[config.mk]
export PLATFORM = sky130hd
export DESIGN_NAME = rgbi_crop_flip_to_rgb565
export DESIGN_NICKNAME = d
export VERILOG_FILES = /design/src/rtl/core/rcf_pkg.sv /design/src/rtl/core/rcf_csr.sv /design/src/rtl/core/rcf_position.sv /design/src/rtl/core/rcf_map.sv /design/src/rtl/core/rcf_result.sv /design/src/rtl/core/rgbi_crop_flip_to_rgb565.sv
export SDC_FILE = /design/constraint.sdc
export NUM_CORES = 1
export LEC_CHECK = 0
export ABC_AREA = 1
export BUFFER_PORTS_ARGS = -buffer_cell sky130_fd_sc_hd__clkbuf_2
export CORE_ASPECT_RATIO = 1.2
export CORE_UTILIZATION = 25
export DETAILED_ROUTE_END_ITERATION = 7
export PLACE_DENSITY = 0.52
export SETUP_SLACK_MARGIN = 0.4
export SYNTH_ARGS = -nofsm -noshare
export SYNTH_HDL_FRONTEND = slang
export SYNTH_SLANG_ARGS = --single-unit
export TNS_END_PERCENT = 10
[constraint.sdc]
create_clock -name clock -period 5.45 [get_ports clock]
set_clock_uncertainty 0.1 [all_clocks]
set_input_delay 1.09 -clock clock [delete_from_list [all_inputs] [get_ports clock]]
set_output_delay 1.09 -clock clock [all_outputs]
set_load 0.02 [all_outputs]
[src/rtl/core/rcf_pkg.sv]
`timescale 1ns / 1ps
`default_nettype none
// ----------------------------------------------------------------------------
// rcf_pkg
// Shared types, constants and the RGBI to RGB565 color function.
// ----------------------------------------------------------------------------
package rcf_pkg;

   // output window size
   localparam int OUT_WIDTH  = 320;
   localparam int OUT_HEIGHT = 240;

   localparam int CNT_W   = 10;
   localparam int CODE_W  = 8;
   localparam int COLOR_W = 16;
   localparam int ROW_W   = 8;
   localparam int COL_W   = 9;
   localparam int IDX_W   = 2;

   localparam logic [CNT_W-1:0] CNT_MAX = {CNT_W{1'b1}};

   localparam int RES_W      = COLOR_W + ROW_W + COL_W;
   localparam int RSP_DATA_W = ((RES_W + 7) / 8) * 8;
   localparam int RSP_PAD_W  = RSP_DATA_W - RES_W;

   // register indexes
   localparam logic [IDX_W-1:0] REG_LINE_LENGTH  = 2'd0;
   localparam logic [IDX_W-1:0] REG_FIRST_LINE   = 2'd1;
   localparam logic [IDX_W-1:0] REG_FIRST_COLUMN = 2'd2;

   localparam logic [CNT_W-1:0] RESET_LINE_LENGTH  = 10'd432;
   localparam logic [CNT_W-1:0] RESET_FIRST_LINE   = 10'd42;
   localparam logic [CNT_W-1:0] RESET_FIRST_COLUMN = 10'd88;

   // color levels
   localparam logic [4:0] LEVEL_RB     = 5'd15;
   localparam logic [4:0] LEVEL_RB_HI  = 5'd30;
   localparam logic [5:0] LEVEL_G      = 6'd30;
   localparam logic [5:0] LEVEL_G_HI   = 6'd60;

   // code bits
   localparam int BIT_RED    = 0;
   localparam int BIT_GREEN  = 1;
   localparam int BIT_BLUE   = 2;
   localparam int BIT_BRIGHT = 3;

   typedef struct packed {
      logic [CNT_W-1:0] line_length;
      logic [CNT_W-1:0] first_line;
      logic [CNT_W-1:0] first_column;
   } cfg_type;

   typedef struct packed {
      logic [3:0]       code;
      logic [CNT_W-1:0] line;
      logic [CNT_W-1:0] column;
   } pos_type;

   // color sits in the low bits
   typedef struct packed {
      logic [COL_W-1:0]   out_column;
      logic [ROW_W-1:0]   out_row;
      logic [COLOR_W-1:0] color;
   } res_type;

   function automatic logic [COLOR_W-1:0] rgbi_to_565(input logic [3:0] code);
      logic [4:0] r;
      logic [5:0] g;
      logic [4:0] b;
      r = code[BIT_RED]   ? (code[BIT_BRIGHT] ? LEVEL_RB_HI : LEVEL_RB) : 5'd0;
      g = code[BIT_GREEN] ? (code[BIT_BRIGHT] ? LEVEL_G_HI  : LEVEL_G)  : 6'd0;
      b = code[BIT_BLUE]  ? (code[BIT_BRIGHT] ? LEVEL_RB_HI : LEVEL_RB) : 5'd0;
      return {r, g, b};
   endfunction

endpackage
`default_nettype wire

[src/rtl/core/rcf_csr.sv]
`timescale 1ns / 1ps
`default_nettype none
// ----------------------------------------------------------------------------
// rcf_csr
// Configuration registers: stride and window origin.
// ----------------------------------------------------------------------------
module rcf_csr (
   input  wire logic                      clock,
   input  wire logic                      reset,
   input  wire logic                      csr_valid,
   output logic                           csr_ready,
   input  wire logic [rcf_pkg::IDX_W-1:0] csr_index,
   input  wire logic [rcf_pkg::CNT_W-1:0] csr_data,
   output rcf_pkg::cfg_type               cfg
);
   import rcf_pkg::*;

   cfg_type cfg_ff;
   cfg_type cfg_in;

   assign csr_ready = 1'b1;
   assign cfg       = cfg_ff;

   always_comb begin
      cfg_in = cfg_ff;
      if (csr_valid) begin
         case (csr_index)
            REG_LINE_LENGTH:  cfg_in.line_length  = csr_data;
            REG_FIRST_LINE:   cfg_in.first_line   = csr_data;
            REG_FIRST_COLUMN: cfg_in.first_column = csr_data;
            default:          cfg_in = cfg_ff;
         endcase
      end
   end

   always_ff @(posedge clock) begin
      if (reset) begin
         cfg_ff.line_length  <= RESET_LINE_LENGTH;
         cfg_ff.first_line   <= RESET_FIRST_LINE;
         cfg_ff.first_column <= RESET_FIRST_COLUMN;
      end else begin
         cfg_ff <= cfg_in;
      end
   end

endmodule
`default_nettype wire

[src/rtl/core/rcf_position.sv]
`timescale 1ns / 1ps
`default_nettype none
// ----------------------------------------------------------------------------
// rcf_position
// Input register with raster line and column counters.
// ----------------------------------------------------------------------------
module rcf_position (
   input  wire logic                       clock,
   input  wire logic                       reset,
   input  wire logic [rcf_pkg::CNT_W-1:0]  line_length,
   input  wire logic                       req_tvalid,
   output logic                            req_tready,
   input  wire logic [rcf_pkg::CODE_W-1:0] req_tdata,
   input  wire logic                       req_tuser,
   output logic                            pos_valid,
   input  wire logic                       pos_ready,
   output rcf_pkg::pos_type                pos
);
   import rcf_pkg::*;

   logic             accept;
   logic [CNT_W-1:0] line_ff, line_in;
   logic [CNT_W-1:0] column_ff, column_in;
   logic             valid_ff, valid_in;
   pos_type          pos_ff, pos_in;
   logic [CNT_W-1:0] line_cur, column_cur;
   logic [CNT_W:0]   column_next;

   assign req_tready = !valid_ff || pos_ready;
   assign accept     = req_tvalid && req_tready;
   assign pos_valid  = valid_ff;
   assign pos        = pos_ff;

   always_comb begin
      // frame mark puts this pixel at line 0, column 0
      line_cur    = req_tuser ? '0 : line_ff;
      column_cur  = req_tuser ? '0 : column_ff;
      column_next = {1'b0, column_cur} + 1'b1;

      line_in   = line_ff;
      column_in = column_ff;
      pos_in    = pos_ff;
      valid_in  = valid_ff;
      if (pos_ready) begin
         valid_in = 1'b0;
      end
      if (accept) begin
         valid_in      = 1'b1;
         pos_in.code   = req_tdata[3:0];
         pos_in.line   = line_cur;
         pos_in.column = column_cur;
         if (column_next >= {1'b0, line_length}) begin
            column_in = '0;
            line_in   = (line_cur == CNT_MAX) ? line_cur : line_cur + 1'b1;
         end else begin
            column_in = column_next[CNT_W-1:0];
            line_in   = line_cur;
         end
      end
   end

   always_ff @(posedge clock) begin
      if (reset) begin
         line_ff   <= '0;
         column_ff <= '0;
         valid_ff  <= 1'b0;
      end else begin
         line_ff   <= line_in;
         column_ff <= column_in;
         valid_ff  <= valid_in;
      end
      pos_ff <= pos_in;
   end

endmodule
`default_nettype wire

[src/rtl/core/rcf_map.sv]
`timescale 1ns / 1ps
`default_nettype none
// ----------------------------------------------------------------------------
// rcf_map
// Window test, flipped output coordinates and RGB565 color.
// ----------------------------------------------------------------------------
module rcf_map (
   input  rcf_pkg::cfg_type cfg,
   input  rcf_pkg::pos_type pos,
   output logic             hit,
   output rcf_pkg::res_type res
);
   import rcf_pkg::*;

   localparam logic [CNT_W:0]   HEIGHT_EXT = (CNT_W+1)'(OUT_HEIGHT);
   localparam logic [CNT_W:0]   WIDTH_EXT  = (CNT_W+1)'(OUT_WIDTH);
   localparam logic [CNT_W-1:0] ROW_LAST   = CNT_W'(OUT_HEIGHT - 1);

   logic [CNT_W:0]   line_end, column_end;
   logic [CNT_W-1:0] win_row, win_column, row_flip;

   always_comb begin
      line_end   = {1'b0, cfg.first_line} + HEIGHT_EXT;
      column_end = {1'b0, cfg.first_column} + WIDTH_EXT;
      hit = (pos.line >= cfg.first_line) && ({1'b0, pos.line} < line_end) &&
            (pos.column >= cfg.first_column) && ({1'b0, pos.column} < column_end);
      win_row    = pos.line - cfg.first_line;
      win_column = pos.column - cfg.first_column;
      row_flip   = ROW_LAST - win_row;
      res.color      = rgbi_to_565(pos.code);
      res.out_row    = row_flip[ROW_W-1:0];
      res.out_column = win_column[COL_W-1:0];
   end

endmodule
`default_nettype wire

[src/rtl/core/rcf_result.sv]
`timescale 1ns / 1ps
`default_nettype none
// ----------------------------------------------------------------------------
// rcf_result
// Result register toward the output stream; misses are dropped here.
// ----------------------------------------------------------------------------
module rcf_result (
   input  wire logic                           clock,
   input  wire logic                           reset,
   input  wire logic                           pos_valid,
   output logic                                pos_ready,
   input  wire logic                           hit,
   input  rcf_pkg::res_type                    res,
   output logic                                rsp_tvalid,
   input  wire logic                           rsp_tready,
   output logic [rcf_pkg::RSP_DATA_W-1:0]      rsp_tdata
);
   import rcf_pkg::*;

   logic    valid_ff, valid_in;
   res_type res_ff, res_in;

   assign pos_ready  = !valid_ff || rsp_tready;
   assign rsp_tvalid = valid_ff;
   assign rsp_tdata  = {{RSP_PAD_W{1'b0}}, res_ff};

   always_comb begin
      valid_in = valid_ff;
      res_in   = res_ff;
      if (pos_ready) begin
         valid_in = pos_valid && hit;
         res_in   = res;
      end
   end

   always_ff @(posedge clock) begin
      if (reset) begin
         valid_ff <= 1'b0;
      end else begin
         valid_ff <= valid_in;
      end
      res_ff <= res_in;
   end

endmodule
`default_nettype wire

[src/rtl/core/rgbi_crop_flip_to_rgb565.sv]
`timescale 1ns / 1ps
`default_nettype none
// ----------------------------------------------------------------------------
// rgbi_crop_flip_to_rgb565
// Crops an RGBI pixel stream to a window, flips it vertically, emits RGB565.
// ----------------------------------------------------------------------------
// Takes one pixel beat per clock unless the result stream stalls, and gives at
// most one result beat per pixel. The rate is set by the line and column
// counter update, which finishes in the cycle a pixel is accepted; the window
// test and color lookup sit between the input register and the result
// register. Pixels outside the window give no beat. Registers: 0 line length,
// 1 first line, 2 first column; write them only while the stream is idle.
module rgbi_crop_flip_to_rgb565 (
   input  wire logic                           clock,
   input  wire logic                           reset,
   input  wire logic                           req_tvalid,
   output logic                                req_tready,
   input  wire logic [rcf_pkg::CODE_W-1:0]     req_tdata,  // pixel_code
   input  wire logic                           req_tuser,  // frame_start
   output logic                                rsp_tvalid,
   input  wire logic                           rsp_tready,
   // color[15:0], out_row[23:16], out_column[32:24], zero pad
   output logic [rcf_pkg::RSP_DATA_W-1:0]      rsp_tdata,
   input  wire logic                           csr_valid,
   output logic                                csr_ready,
   input  wire logic [rcf_pkg::IDX_W-1:0]      csr_index,
   input  wire logic [rcf_pkg::CNT_W-1:0]      csr_data
);
   import rcf_pkg::*;

   cfg_type cfg;
   pos_type pos;
   res_type res;
   logic    pos_valid, pos_ready, hit;

   rcf_csr u_csr (
      .clock     (clock),
      .reset     (reset),
      .csr_valid (csr_valid),
      .csr_ready (csr_ready),
      .csr_index (csr_index),
      .csr_data  (csr_data),
      .cfg       (cfg)
   );

   rcf_position u_position (
      .clock       (clock),
      .reset       (reset),
      .line_length (cfg.line_length),
      .req_tvalid  (req_tvalid),
      .req_tready  (req_tready),
      .req_tdata   (req_tdata),
      .req_tuser   (req_tuser),
      .pos_valid   (pos_valid),
      .pos_ready   (pos_ready),
      .pos         (pos)
   );

   rcf_map u_map (
      .cfg (cfg),
      .pos (pos),
      .hit (hit),
      .res (res)
   );

   rcf_result u_result (
      .clock      (clock),
      .reset      (reset),
      .pos_valid  (pos_valid),
      .pos_ready  (pos_ready),
      .hit        (hit),
      .res        (res),
      .rsp_tvalid (rsp_tvalid),
      .rsp_tready (rsp_tready),
      .rsp_tdata  (rsp_tdata)
   );

endmodule
`default_nettype wire

# Yosys cells after proc, flatten, opt, wreduce, memory -nomap -nowiden

Index checks and enable logic that the tools add are counted.

Logic and storage cells: 53
Flip-flop bits (word level): 109

Add/sub/neg operators: 7
Equal/unequal tests: 3
Magnitude comparators: 5
Reductions and logical operators: 14
Muxes and demuxes: 9

Operators by type and width:

| operator                | number |
|---|---|
| $mux W10                | 5 |
| $lt A10 B11 Y1          | 2 |
| $ge A10 B10 Y1          | 2 |
| $add A10 B1 Y11 const B | 1 |
| $add A10 B8 Y11 const B | 1 |
| $add A10 B9 Y11 const B | 1 |
| $ge A11 B10 Y1          | 1 |
| $add A10 B1 Y10 const B | 1 |
| $eq A10 B10 Y1 const B  | 1 |
| $sub A9 B9 Y9           | 1 |
| $sub A8 B8 Y8           | 1 |
| $sub A8 B8 Y8 const A   | 1 |
| $mux W6                 | 1 |
| $reduce_and A2 Y1       | 3 |
| $logic_and A1 B1 Y1     | 5 |
| $mux W5                 | 1 |
| $eq A2 B1 Y1 const B    | 1 |
| $eq A2 B2 Y1 const B    | 1 |
| $logic_not A1 Y1        | 2 |
| $logic_not A2 Y1        | 1 |
| $logic_or A1 B1 Y1      | 2 |
| $mux W1                 | 2 |
| $reduce_bool A2 Y1      | 1 |

# Depth between registers and ports, before layout

Gate-level depths: netlist of the first run.

Word-level depth: 6
Gate-level depth with buffers: 22
Mapped depth without buffers: 21

# Hierarchy

A second synthesis of the first run with hierarchy kept.

Cells, all modules: 804
Area total of the unflattened synthesis: 6593.8 µm²

By module, submodules not included:

| module       | cells each | area each (µm²) | times used | seq. area each (µm²) |
|---|---|---|---|---|
| rcf_position | 324        | 2532.4          | 1          | 1141.1 |
| rcf_map      | 254        | 1630.3          | 1          | 0.0 |
| rcf_csr      | 180        | 1341.3          | 1          | 600.6 |
| rcf_result   | 46         | 1089.8          | 1          | 1011.0 |

# Least setup slack after synthesis of the first run

Ideal clock, no wire load.

Path kind: in2reg
From: input req_tuser
To: register u_position.column_ff[0]
Data required time: 5.185 ns
Buffers on the path: 3
Library setup time: 0.165 ns
Slack: 1.803 ns
Stages: 19
Data arrival time: 3.382 ns
Path through: buf_6 -> buf_4 -> nor2_1 -> ha_1 -> nand3_2 -> nor2_2 -> nand2_2 -> xor2_1 -> ha_1 -> nand2_1 -> nor2_1 -> inv_1 -> o21bai_1 -> nor2_4 -> nand2_4 -> inv_2 -> buf_6 -> o21ai_1 -> a21oi_1

Cells in the longest elaborated chain, start to end: 4

RTL lines:

| element                            | RTL line                       | RTL |
|---|---|---|
| start: declaration                 | rgbi_crop_flip_to_rgb565.sv:19 | `input wire logic req_tuser,` |
| $mux W10 (*)                       | rcf_position.sv:37             | `column_cur = req_tuser ? '0 : column_ff;` |
| named net u_position.column_cur[0] | rcf_position.sv:26             | `logic [CNT_W-1:0] line_cur, column_cur;` |
| $add A10 B1 Y11 (*)                | rcf_position.sv:38             | `column_next = {1'b0, column_cur} + 1'b1;` |
| $ge A11 B10 Y1                     | rcf_position.sv:52             | `if (column_next >= {1'b0, line_length}) begin` |
| $mux W10 (*)                       | rcf_position.sv:52             |  |
| end signal: assignment             | rcf_position.sv:69             | `column_ff <= column_in;` |
| end: declaration                   | rcf_position.sv:23             | `logic [CNT_W-1:0] column_ff, column_in;` |

The timed path passes the listed nets; every way through them passes the cells marked *.
A chain may end at the register's enable or synchronous reset.

# Worst setup path in the final report of the first run

From: input req_tuser
To: register u_position.line_ff[7]

Cells in the longest elaborated chain, start to end: 4
Elaborated cells on any way between the ends: 8

RTL lines:

| element                            | RTL line           | RTL |
|---|---|---|
| $mux W10                           | rcf_position.sv:37 |  |
| named net u_position.column_cur[1] | rcf_position.sv:26 |  |
| $add A10 B1 Y11                    | rcf_position.sv:38 |  |
| $ge A11 B10 Y1                     | rcf_position.sv:52 |  |
| $mux W10                           | rcf_position.sv:52 |  |
| end signal: assignment             | rcf_position.sv:68 | `line_ff <= line_in;` |
| end: declaration                   | rcf_position.sv:22 | `logic [CNT_W-1:0] line_ff, line_in;` |

The timed path passes the listed nets, and every way through them passes these cells.

==> results of run 1 <==
-- Yosys cell counts, types with 2 or more instances --
| cell | n |
|---|---|
| ha_1 | 54 |
| edfxtp_1 | 50 |
| nand4_1 | 10 |
| conb_1 | 2 |
| a21boi_0 | 2 |
| o211ai_1 | 10 |
| inv_2 | 4 |
| nor2_1 | 55 |
| nand2_1 | 110 |
| nand3_2 | 9 |
| dfxtp_1 | 52 |
| a21oi_2 | 2 |
| inv_1 | 116 |
| buf_6 | 2 |
| buf_2 | 2 |
| a21oi_1 | 51 |
| nor2_4 | 7 |
| buf_4 | 16 |
| xnor2_1 | 5 |
| a21o_1 | 3 |
| o21ai_1 | 7 |
| nor2_2 | 4 |
| nand3_1 | 25 |
| o21ai_0 | 39 |
| fa_1 | 5 |
| xor2_1 | 21 |
| nand2_2 | 5 |
| nor3_2 | 5 |
| clkbuf_1 | 9 |
-- final timing paths --
kind	from	endpoint	slack [ps]
min	u_csr.cfg[23]	u_csr.cfg[23]	360
min reg2reg	u_csr.cfg[23]	u_csr.cfg[23]	360
max reg2reg	u_position.column_ff[1]	u_position.line_ff[7]	2360
max	req_tuser	u_position.line_ff[7]	1830
-- worst max-delay path, delay by kind of cell --
kind / cells / cell delay (ps)
AOI/OAI and AO/OA: 1 / 130
xor gates and xnor gates: 1 / 210
adders and majority gates: 2 / 530
buffers and inverters: 4 / 450
and+or+nand+nor: 13 / 1390
-- metrics by stage --
step / std cells / power (uW) / setup WS [ps]
after floorplan: 700 / 1140 / 1800
after global placement: 1046 / 1220 / 1490
after detailed placement: 1046 / 1230 / 1480
after CTS: 1062 / 1830 / 1800
after global routing: 1062 / 1910 / 1400
final: 1063 / 1800 / 1830
-- cell families (layout without fill, tap and decap cells) --
kind of cell | Yosys count | after routing | share of synthesized area [%]
flops | 102 | 102 | 42.4
simple gates | 235 | 235 | 19.1
compound gates | 119 | 119 | 10.9
buf+inv | 150 | 197 | 10.9
fa+ha+maj | 59 | 59 | 12.9
other cells | 2 | 10 | 0.125
xor+xnor | 26 | 26 | 3.79
-- area by class of cell --
cell class	count	area, sq um	area share (%)
antenna	1	2.50	0.0367
inverter	120	450	6.61
clock buffer	10	229	3.36
timing repair buffer	61	320	4.70
sequential	102	2540	37.3
clock inverter	6	38.8	0.570
tap	315	394	5.79
multi-input combinational	448	2830	41.6
-- state kept, by name, indices dropped and copies added (netlist names) --
name and cells:
u_position.pos_valid 1, u_csr.cfg 30, u_position.pos 24, u_result.rsp_tvalid 1
u_position.line_ff 10, u_result.rsp_tdata 26, u_position.column_ff 10
-- report_power, final --
group,internal (uW),switching (uW)
combinational,106,205
clock,309,287
sequential,869,24.8
-- routing by layer --
metal	global-route usage [%]	vias to the layer above	routed length (microns)
met4	3.47	0	195
li1	-	2332	-
met2	20.8	75	6620
met5	0	-	0
met1	13.0	2019	5580
met3	1.84	9	543
==> flow_summary.json, run 1 <==
{
  "synthesis.area_sq_um": 6000,
  "layout_commonest_cell": "inv_1",
  "initial_utilization_pct": 25.7,
  "clk_pin_slew_worst_paths_ps": 70,
  "fin_util_pct": 29.2,
  "crit_top_cell": "nand2_1",
  "max_slew_margin_pct": 59.4,
  "path_cells": "clkbuf_2 -> nor2_1 -> ha_1 -> nand3_2 -> nor2_2 -> nand2_2 -> xor2_1 -> ha_1 -> nand2_1 -> inv_1 -> a21oi_1 -> nand2_1 -> nand2_1 -> nand2_1 -> nand2_1 -> nand2_4 -> inv_2 -> nand2_1 -> nand3_1 -> nand2_1 -> inv_1",
  "startpoint_type": "input pin",
  "yosysWarnings": 0,
  "num_rows": 61,
  "dieWidth_microns": 143,
  "slowest_stage": "ha_1",
  "synth-edff-count": 50,
  "final_cell_area_sq_um": 6810,
  "synth_largest_area_cell": "edfxtp_1",
  "tightest_slew_ps": 607,
  "yosysUniqueCellTypes": 40,
  "first_pass_iters": 4,
  "dp_hpwl_microns": 10200,
  "hold_violations": 0,
  "postCtsSetupBuffers": 0,
  "htree_levels": 3,
  "clock.fmax_ghz": 0.276,
  "grt_pass1_vias": 4382,
  "ir_drop_v": 0.000199,
  "status": "completed",
  "drive_gt1_share_pct": 15.4,
  "vias_per_cell": 4.17,
  "path_class": "input pin to flop",
  "first_iter_violations": 260,
  "synth_seq_cells": 102,
  "ys_async_sr_fraction_pct": 0,
  "portBuffers": 55,
  "min_period_ps": 3620,
  "globalplace.congestion": 0.837,
  "fin_hold_ws_ps": 361,
  "required_ps": 5640,
  "placed_area_sq_um": 6540,
  "synthTopCellsByArea": "edfxtp_1 (25%), dfxtp_1 (17%), ha_1 (11%)",
  "pin_count": 69,
  "antenna_found_initial": 1,
  "min_path_cells": 2,
  "overflow": 0,
  "cts_hold_buf": 0,
  "nNetsFinal": 827,
  "setup_tns_ps": 0,
  "cp_max_fo": 12,
  "synthFlopType": "dfxtp_1",
  "syn_area_per_cell_sq_um": 8.66,
  "powerDensity_nw_per_um2": 265,
  "drc": 0,
  "num_vias": 4435,
  "arrival_ps": 3820,
  "yosysSeqAreaShare_pct": 42.4,
  "syn_inst": 693,
  "grt_max_degree": 42,
  "cts_resized": 0,
  "cts_buffer_depth": 2,
  "worst_setup_path_end_kind": "flop",
  "core-area_sq_um": 23400,
  "clk_latency_ps": 340,
  "rr_worst_depth": 21,
  "finalSetupViolCount": 0,
  "drv_cap": 0,
  "wl_per_cell_microns": 12.2,
  "clkSinkCount": 102,
  "postRouteAntennaNets": 0,
  "cts_tree": "built",
  "rsz0062_at_grt": "no",
  "p_leak_uw": 0.00310,
  "synth.top_cell.area_share_pct": 25.0,
  "numCtsBuffers": 9,
  "dieArea_sq_um": 24600,
  "cts_root_buffer": "clkbuf_16",
  "cpPeakStageDelay_ps": 280,
  "layout_common_cells": "inv_1 (115), nand2_1 (110), nor2_1 (55), clkbuf_2 (55), ha_1 (54)",
  "min_path_type": "flop to flop",
  "syn_to_final_growth_pct": 13.5,
  "finalWirelength_microns": 12900,
  "layout_worst_path_cycle_share_pct": 66.5,
  "grtUsageTotal_pct": 11.2,
  "final-max-slew-violation-count": 0,
  "n_fill_cell": 2513,
  "die-height_microns": 172,
  "grt_pass1_wl_microns": 21600
}
Note: power is estimated with default switching activity, not from simulation.
==> run 2, diff against run 1 <==
--- a/config.mk
+++ b/config.mk
@@ -10,7 +10,7 @@
 export CORE_ASPECT_RATIO = 1.2
 export CORE_UTILIZATION = 25
 export DETAILED_ROUTE_END_ITERATION = 7
-export PLACE_DENSITY = 0.52
+export PLACE_DENSITY = 0.53
 export SETUP_SLACK_MARGIN = 0.4
 export SYNTH_ARGS = -nofsm -noshare
 export SYNTH_HDL_FRONTEND = slang
==> constraint.sdc (replaced) <==
create_clock -name clock -period 3.2 [get_ports clock]
set_clock_uncertainty 0.1 [all_clocks]
set_input_delay 0.64 -clock clock [delete_from_list [all_inputs] [get_ports clock]]
set_output_delay 0.64 -clock clock [all_outputs]
set_load 0.02 [all_outputs]
==> run 2 against run 1 <==
  * Non-clock buffer count grew 20
  * Total power is 84% higher
  * Sequential power is 70% higher
==> flow_summary.json, run 2 (synthesis results as in run 1) <==
{
  "required_ps": 3340,
  "nNetsFinal": 847,
  "grt_max_degree": 31,
  "dieWidth_microns": 143,
  "arrival_ps": 2830,
  "initial_utilization_pct": 25.7,
  "status": "completed",
  "htree_levels": 3,
  "clock.fmax_ghz": 0.372,
  "grt_pass1_vias": 4199,
  "layout_common_cells": "inv_1 (112), nand2_1 (105), clkbuf_2 (54)",
  "intPower_uw": 2430,
  "antenna_found_initial": 2,
  "die-height_microns": 172,
  "layout_commonest_cell": "inv_1",
  "postRouteAntennaNets": 0,
  "largest_register_ffs": 30,
  "clk_latency_ps": 340,
  "setup_tns_ps": 0,
  "num_rows": 61,
  "pin_count": 69,
  "cts_root_buffer": "clkbuf_16",
  "finalWirelength_microns": 13100,
  "hold_violations": 0,
  "overflow": 0,
  "fin_util_pct": 30.8,
  "clk_pin_slew_worst_paths_ps": 70,
  "ir_drop_v": 0.000239,
  "worst_setup_path_end_kind": "flop",
  "min_path_type": "flop to flop",
  "max_slew_margin_pct": 63.9,
  "rsz0062_at_grt": "yes",
  "layout_worst_path_cycle_share_pct": 84.0,
  "grtUsageTotal_pct": 11.0,
  "core-area_sq_um": 23400,
  "min_period_ps": 2690,
  "first_iter_violations": 132,
  "dieArea_sq_um": 24600,
  "syn_to_final_growth_pct": 19.7,
  "globalplace.congestion": 0.816,
  "tightest_slew_ps": 538,
  "portBuffers": 55,
  "final-max-slew-violation-count": 0,
  "grt_pass1_wl_microns": 20700,
  "drc": 0,
  "p_seq_share_pct": 45.9,
  "switching_power_uw": 893,
  "path_class": "input pin to flop",
  "vias_per_cell": 4.13,
  "wl_per_cell_microns": 12.1,
  "drive_gt1_share_pct": 20.1,
  "cp_max_fo": 5,
  "combPwrFrac_pct": 16.9,
  "clockPowerShare_pct": 37.3,
  "min_path_cells": 2,
  "cts_buffer_depth": 2,
  "swShare_pct": 26.9,
  "p_leak_uw": 0.00328,
  "startpoint_type": "input pin",
  "clkSinkCount": 102,
  "cts_tree": "built",
  "dp_hpwl_microns": 10400,
  "rr_worst_depth": 19,
  "num_vias": 4472,
  "powerDensity_nw_per_um2": 463,
  "finalSetupViolCount": 0,
  "numCtsBuffers": 9,
  "drv_cap": 0,
  "first_pass_iters": 4
}
==> run 2: changes by cell type in the layout (fill, tap and decap cells not counted), moves of 3 or more <==
cell       before  now
buf_4           6   24
clkbuf_16       9   13
inv_1         115  112
nand2_1       110  105
nand2_2         5    9
nor2_1         55   52
nor2_4          7   12
==> run 2: critical path: stages <==
cell       delay [ps]
buf_6             110
nor2_4            130
ha_4              160
nand3_4            70
nor2_4            100
nand2_2            70
xor2_2            150
ha_1              310
nand2_2            80
nor2_4            120
buf_4             100
inv_1              30
o21bai_2          150
nor2_4             60
nand2_4           120
clkbuf_16         160
nand3_2            60
o21ai_1           120
nor2_1             50
==> run 2: layout make-up <==
type                            count  area, sq um
Clock inverter                      3         43.8
Sequential cell                   102         2540
Antenna cell                        2         5.00
Inverter                          120          455
Fill cell                        2488        16200
Timing Repair Buffer               81          507
Clock buffer                       13          304
Tap cell                          315          394
Multi-Input combinational cell    448         2930
==> run 2: power by group through the flow <==
| stage | Combinational (uW) | Sequential, uW | Clock, uW |
|---|---|---|---|
| floorplan | 330 | 1620 | 0 |
| global placement | 549 | 1550 | 0 |
| detailed placement | 554 | 1550 | 0 |
| CTS | 558 | 1520 | 1280 |
| global route | 634 | 1540 | 1320 |
| finish | 561 | 1520 | 1240 |
==> run 2: per-stage QoR <==
step / instances / total power (uW) / area, sq um / hold slack (ps) / worst slack, ps
global placement: 1061 / 2100 / 6700 / 346 / 32.0
global route: 1082 / 3490 / 7180 / 370 / 339
detailed placement: 1061 / 2110 / 6700 / 356 / 34.7
CTS: 1077 / 3360 / 7050 / 367 / 395
finish: 1084 / 3320 / 7190 / 362 / 512
floorplan: 700 / 1950 / 6070 / 333 / 164
==> run 2: timing repair <==
item / CTS / global route
buffers inserted: 0 / 4
hold buffers: 0 / 0
pin swaps: 0 / 18
endpoints found under the setup margin: 3 / 20
resized for setup: 1 / 26
gates cloned: 0 / 1
==> run 2: path summary, 6_finish.rpt <==
kind,start,to,slack (ps)
setup / recovery,req_tuser,u_position.line_ff[0],510
hold / removal,u_csr.cfg[29],u_csr.cfg[29],360
setup reg to reg,u_position.column_ff[1],u_position.line_ff[0],530
hold reg to reg,u_csr.cfg[29],u_csr.cfg[29],360
==> run 2: metal layers <==
metal	GRT usage (%)	vias up	share of wire [%]	routed length, microns
met5	0	-	0	0
met4	4.21	0	2.1	274
li1	-	2371	-	-
met2	19.5	66	50	6470
met1	12.6	2019	44	5730
met3	2.70	16	4.5	585
==> run 3, diff against run 2 <==
==> constraint.sdc (replaced) <==
create_clock -name clock -period 2.4 [get_ports clock]
set_clock_uncertainty 0.1 [all_clocks]
set_input_delay 0.48 -clock clock [delete_from_list [all_inputs] [get_ports clock]]
set_output_delay 0.48 -clock clock [all_outputs]
set_load 0.02 [all_outputs]
==> run 3 against run 2 <==
  * The run now ends with setup timing left
  * Global-route usage is 0.93 points higher
  * First-iteration DRC count increased by 80%
  * Setup slack worse by 680 ps
  * Worst hold slack got worse by 160 ps
  * Via count grew 2.5%
  * Sequential cell count is the same
  * Cell count grew 2.1%
  * Largest cell class unchanged
  * Highest routed layer unchanged
==> flow_summary.json, run 3 (synthesis results as in run 1) <==
{
  "startpoint_type": "flop",
  "status": "finished, violations left",
  "nNetsFinal": 872,
  "dieWidth_microns": 143,
  "required_ps": 2550,
  "final.setup.worst_slack_ps": -171,
  "layout_common_cells": "inv_1 (111), nand2_1 (106), clkbuf_2 (54)",
  "drc": 0,
  "drive_gt1_share_pct": 25.8,
  "pin_count": 69,
  "clk_latency_ps": 350,
  "initial_utilization_pct": 25.7,
  "antenna_cells": 0,
  "numCtsBuffers": 9,
  "clk_pin_slew_worst_paths_ps": 70,
  "setup_tns_ps": -2330,
  "layout_worst_path_cycle_share_pct": 107,
  "p_seq_share_pct": 47.6,
  "postRouteAntennaNets": 0,
  "swShare_pct": 28.8,
  "min_path_type": "input pin to flop",
  "p_leak_uw": 0.00336,
  "vias_per_cell": 4.14,
  "powerDensity_nw_per_um2": 575,
  "clock.fmax_ghz": 0.389,
  "placed_area_sq_um": 6920,
  "worst_setup_path_end_kind": "flop",
  "portBuffers": 55,
  "path_class": "flop to flop",
  "intPower_uw": 3050,
  "min_period_ps": 2570,
  "slowest_stage": "dfxtp_2",
  "syn_to_final_growth_pct": 23.9,
  "switching_power_uw": 1230,
  "cpPeakStageDelay_ps": 330,
  "finalSetupViolCount": 20,
  "combPwrFrac_pct": 18.9,
  "layout_commonest_cell": "inv_1",
  "cp_num_buf_inv": 4,
  "htree_levels": 3,
  "grtUsageTotal_pct": 11.9,
  "finalWirelength_microns": 13800,
  "cts_root_buffer": "clkbuf_16",
  "num_vias": 4586,
  "dieArea_sq_um": 24600,
  "die-height_microns": 172,
  "grt_max_degree": 47,
  "overflow": 0,
  "rsz0062_at_grt": "yes",
  "antenna_found_initial": 0,
  "hold_violations": 0,
  "globalplace.congestion": 0.795,
  "drv_cap": 0,
  "grt_pass1_vias": 4545,
  "dp_hpwl_microns": 10600,
  "clockPowerShare_pct": 33.5,
  "first_pass_iters": 4,
  "ir_drop_v": 0.000253,
  "arrival_ps": 2720,
  "core-area_sq_um": 23400,
  "cts_buffer_depth": 2,
  "path_cells": "inv_2 -> nor2_4 -> ha_4 -> nand3_4 -> nor2_4 -> nand2_2 -> xor2_1 -> ha_1 -> nand2_2 -> inv_1 -> a21oi_2 -> nand2_1 -> nand2_1 -> nand2_1 -> nand2_2 -> nand2_4 -> buf_12 -> o21ai_1 -> nand3_1 -> nand2_1 -> inv_1",
  "cp_max_fo": 10,
  "grt_pass1_wl_microns": 22300,
  "largest_register_ffs": 30,
  "clkSinkCount": 102,
  "cts_tree": "built",
  "final_cell_area_sq_um": 7430,
  "violations": "setup timing",
  "first_iter_violations": 237,
  "crit_family": "simple AND/OR/NAND/NOR gates",
  "final-max-slew-violation-count": 0,
  "crit_top_cell": "nand2_1",
  "num_rows": 61,
  "wl_per_cell_microns": 12.4,
  "fin_util_pct": 31.8
}
[run 3: path summary, 6_finish.rpt]
kind / cells after the start / endpoint / start / slack, ps
worst max-delay path: 21 / u_position.line_ff[6] / u_position.column_ff[1] / -170
worst min-delay path: 1 / u_position.pos[23] / req_tdata[3] / 200
worst max register to register: 21 / u_position.line_ff[6] / u_position.column_ff[1] / -170
worst min register to register: 2 / u_csr.cfg[5] / u_csr.cfg[5] / 360
[run 3: layout make-up]
type                            instances  area, sq um
Fill cell                            2481        15900
Multi-Input combinational cell        448         3050
Sequential cell                       102         2550
Timing Repair Buffer                  106          699
Inverter                              120          453
Tap cell                              315          394
Clock buffer                           11          254
Clock inverter                          5         32.5
[run 3: worst register-to-register path, cell delays in order (launching register included)]
cell and delay, ps:
dfxtp_2 330, inv_2 60, nor2_4 140, ha_4 160
nand3_4 70, nor2_4 110, nand2_2 60, xor2_1 170
ha_1 310, nand2_2 80, inv_1 50, a21oi_2 110
nand2_1 60, nand2_1 50, nand2_1 60, nand2_2 90
nand2_4 80, buf_12 140, o21ai_1 70, nand3_1 80
nand2_1 60, inv_1 30
[run 3: layer usage]
metal  share of wire (%)  global-route usage [%]
met1                  48                    14.6
met2                  48                    20.8
met3                 3.0                    2.12
met4                 1.1                    4.12
met5                   0                       0
[run 3: repair_timing]
action                                 in CTS  in global routing
gates resized for setup                    36                 18
setup buffers                               2                  2
hold buffers                                0                  0
endpoints found under the hold margin       0                  0
pin swaps                                  20                 16
setup endpoints to repair                  28                 27
[run 3: power by group through the flow]
stage	Sequential [uW]	Clock (uW)	Combinational, uW
detailed placement	2080	0	773
floorplan	2160	0	440
CTS	2040	1470	803
finish	2040	1430	809
global placement	2070	0	763
global route	2060	1540	916
[run 3: through the flow]
stage / std cells / hold WS, ps / total power [uW] / worst slack [ps]
floorplan: 700 / 333 / 2600 / -476
global placement: 1087 / 345 / 2840 / -516
detailed placement: 1087 / 355 / 2850 / -582
CTS: 1105 / 194 / 4320 / -159
global route: 1107 / 195 / 4510 / -366
finish: 1107 / 204 / 4280 / -171
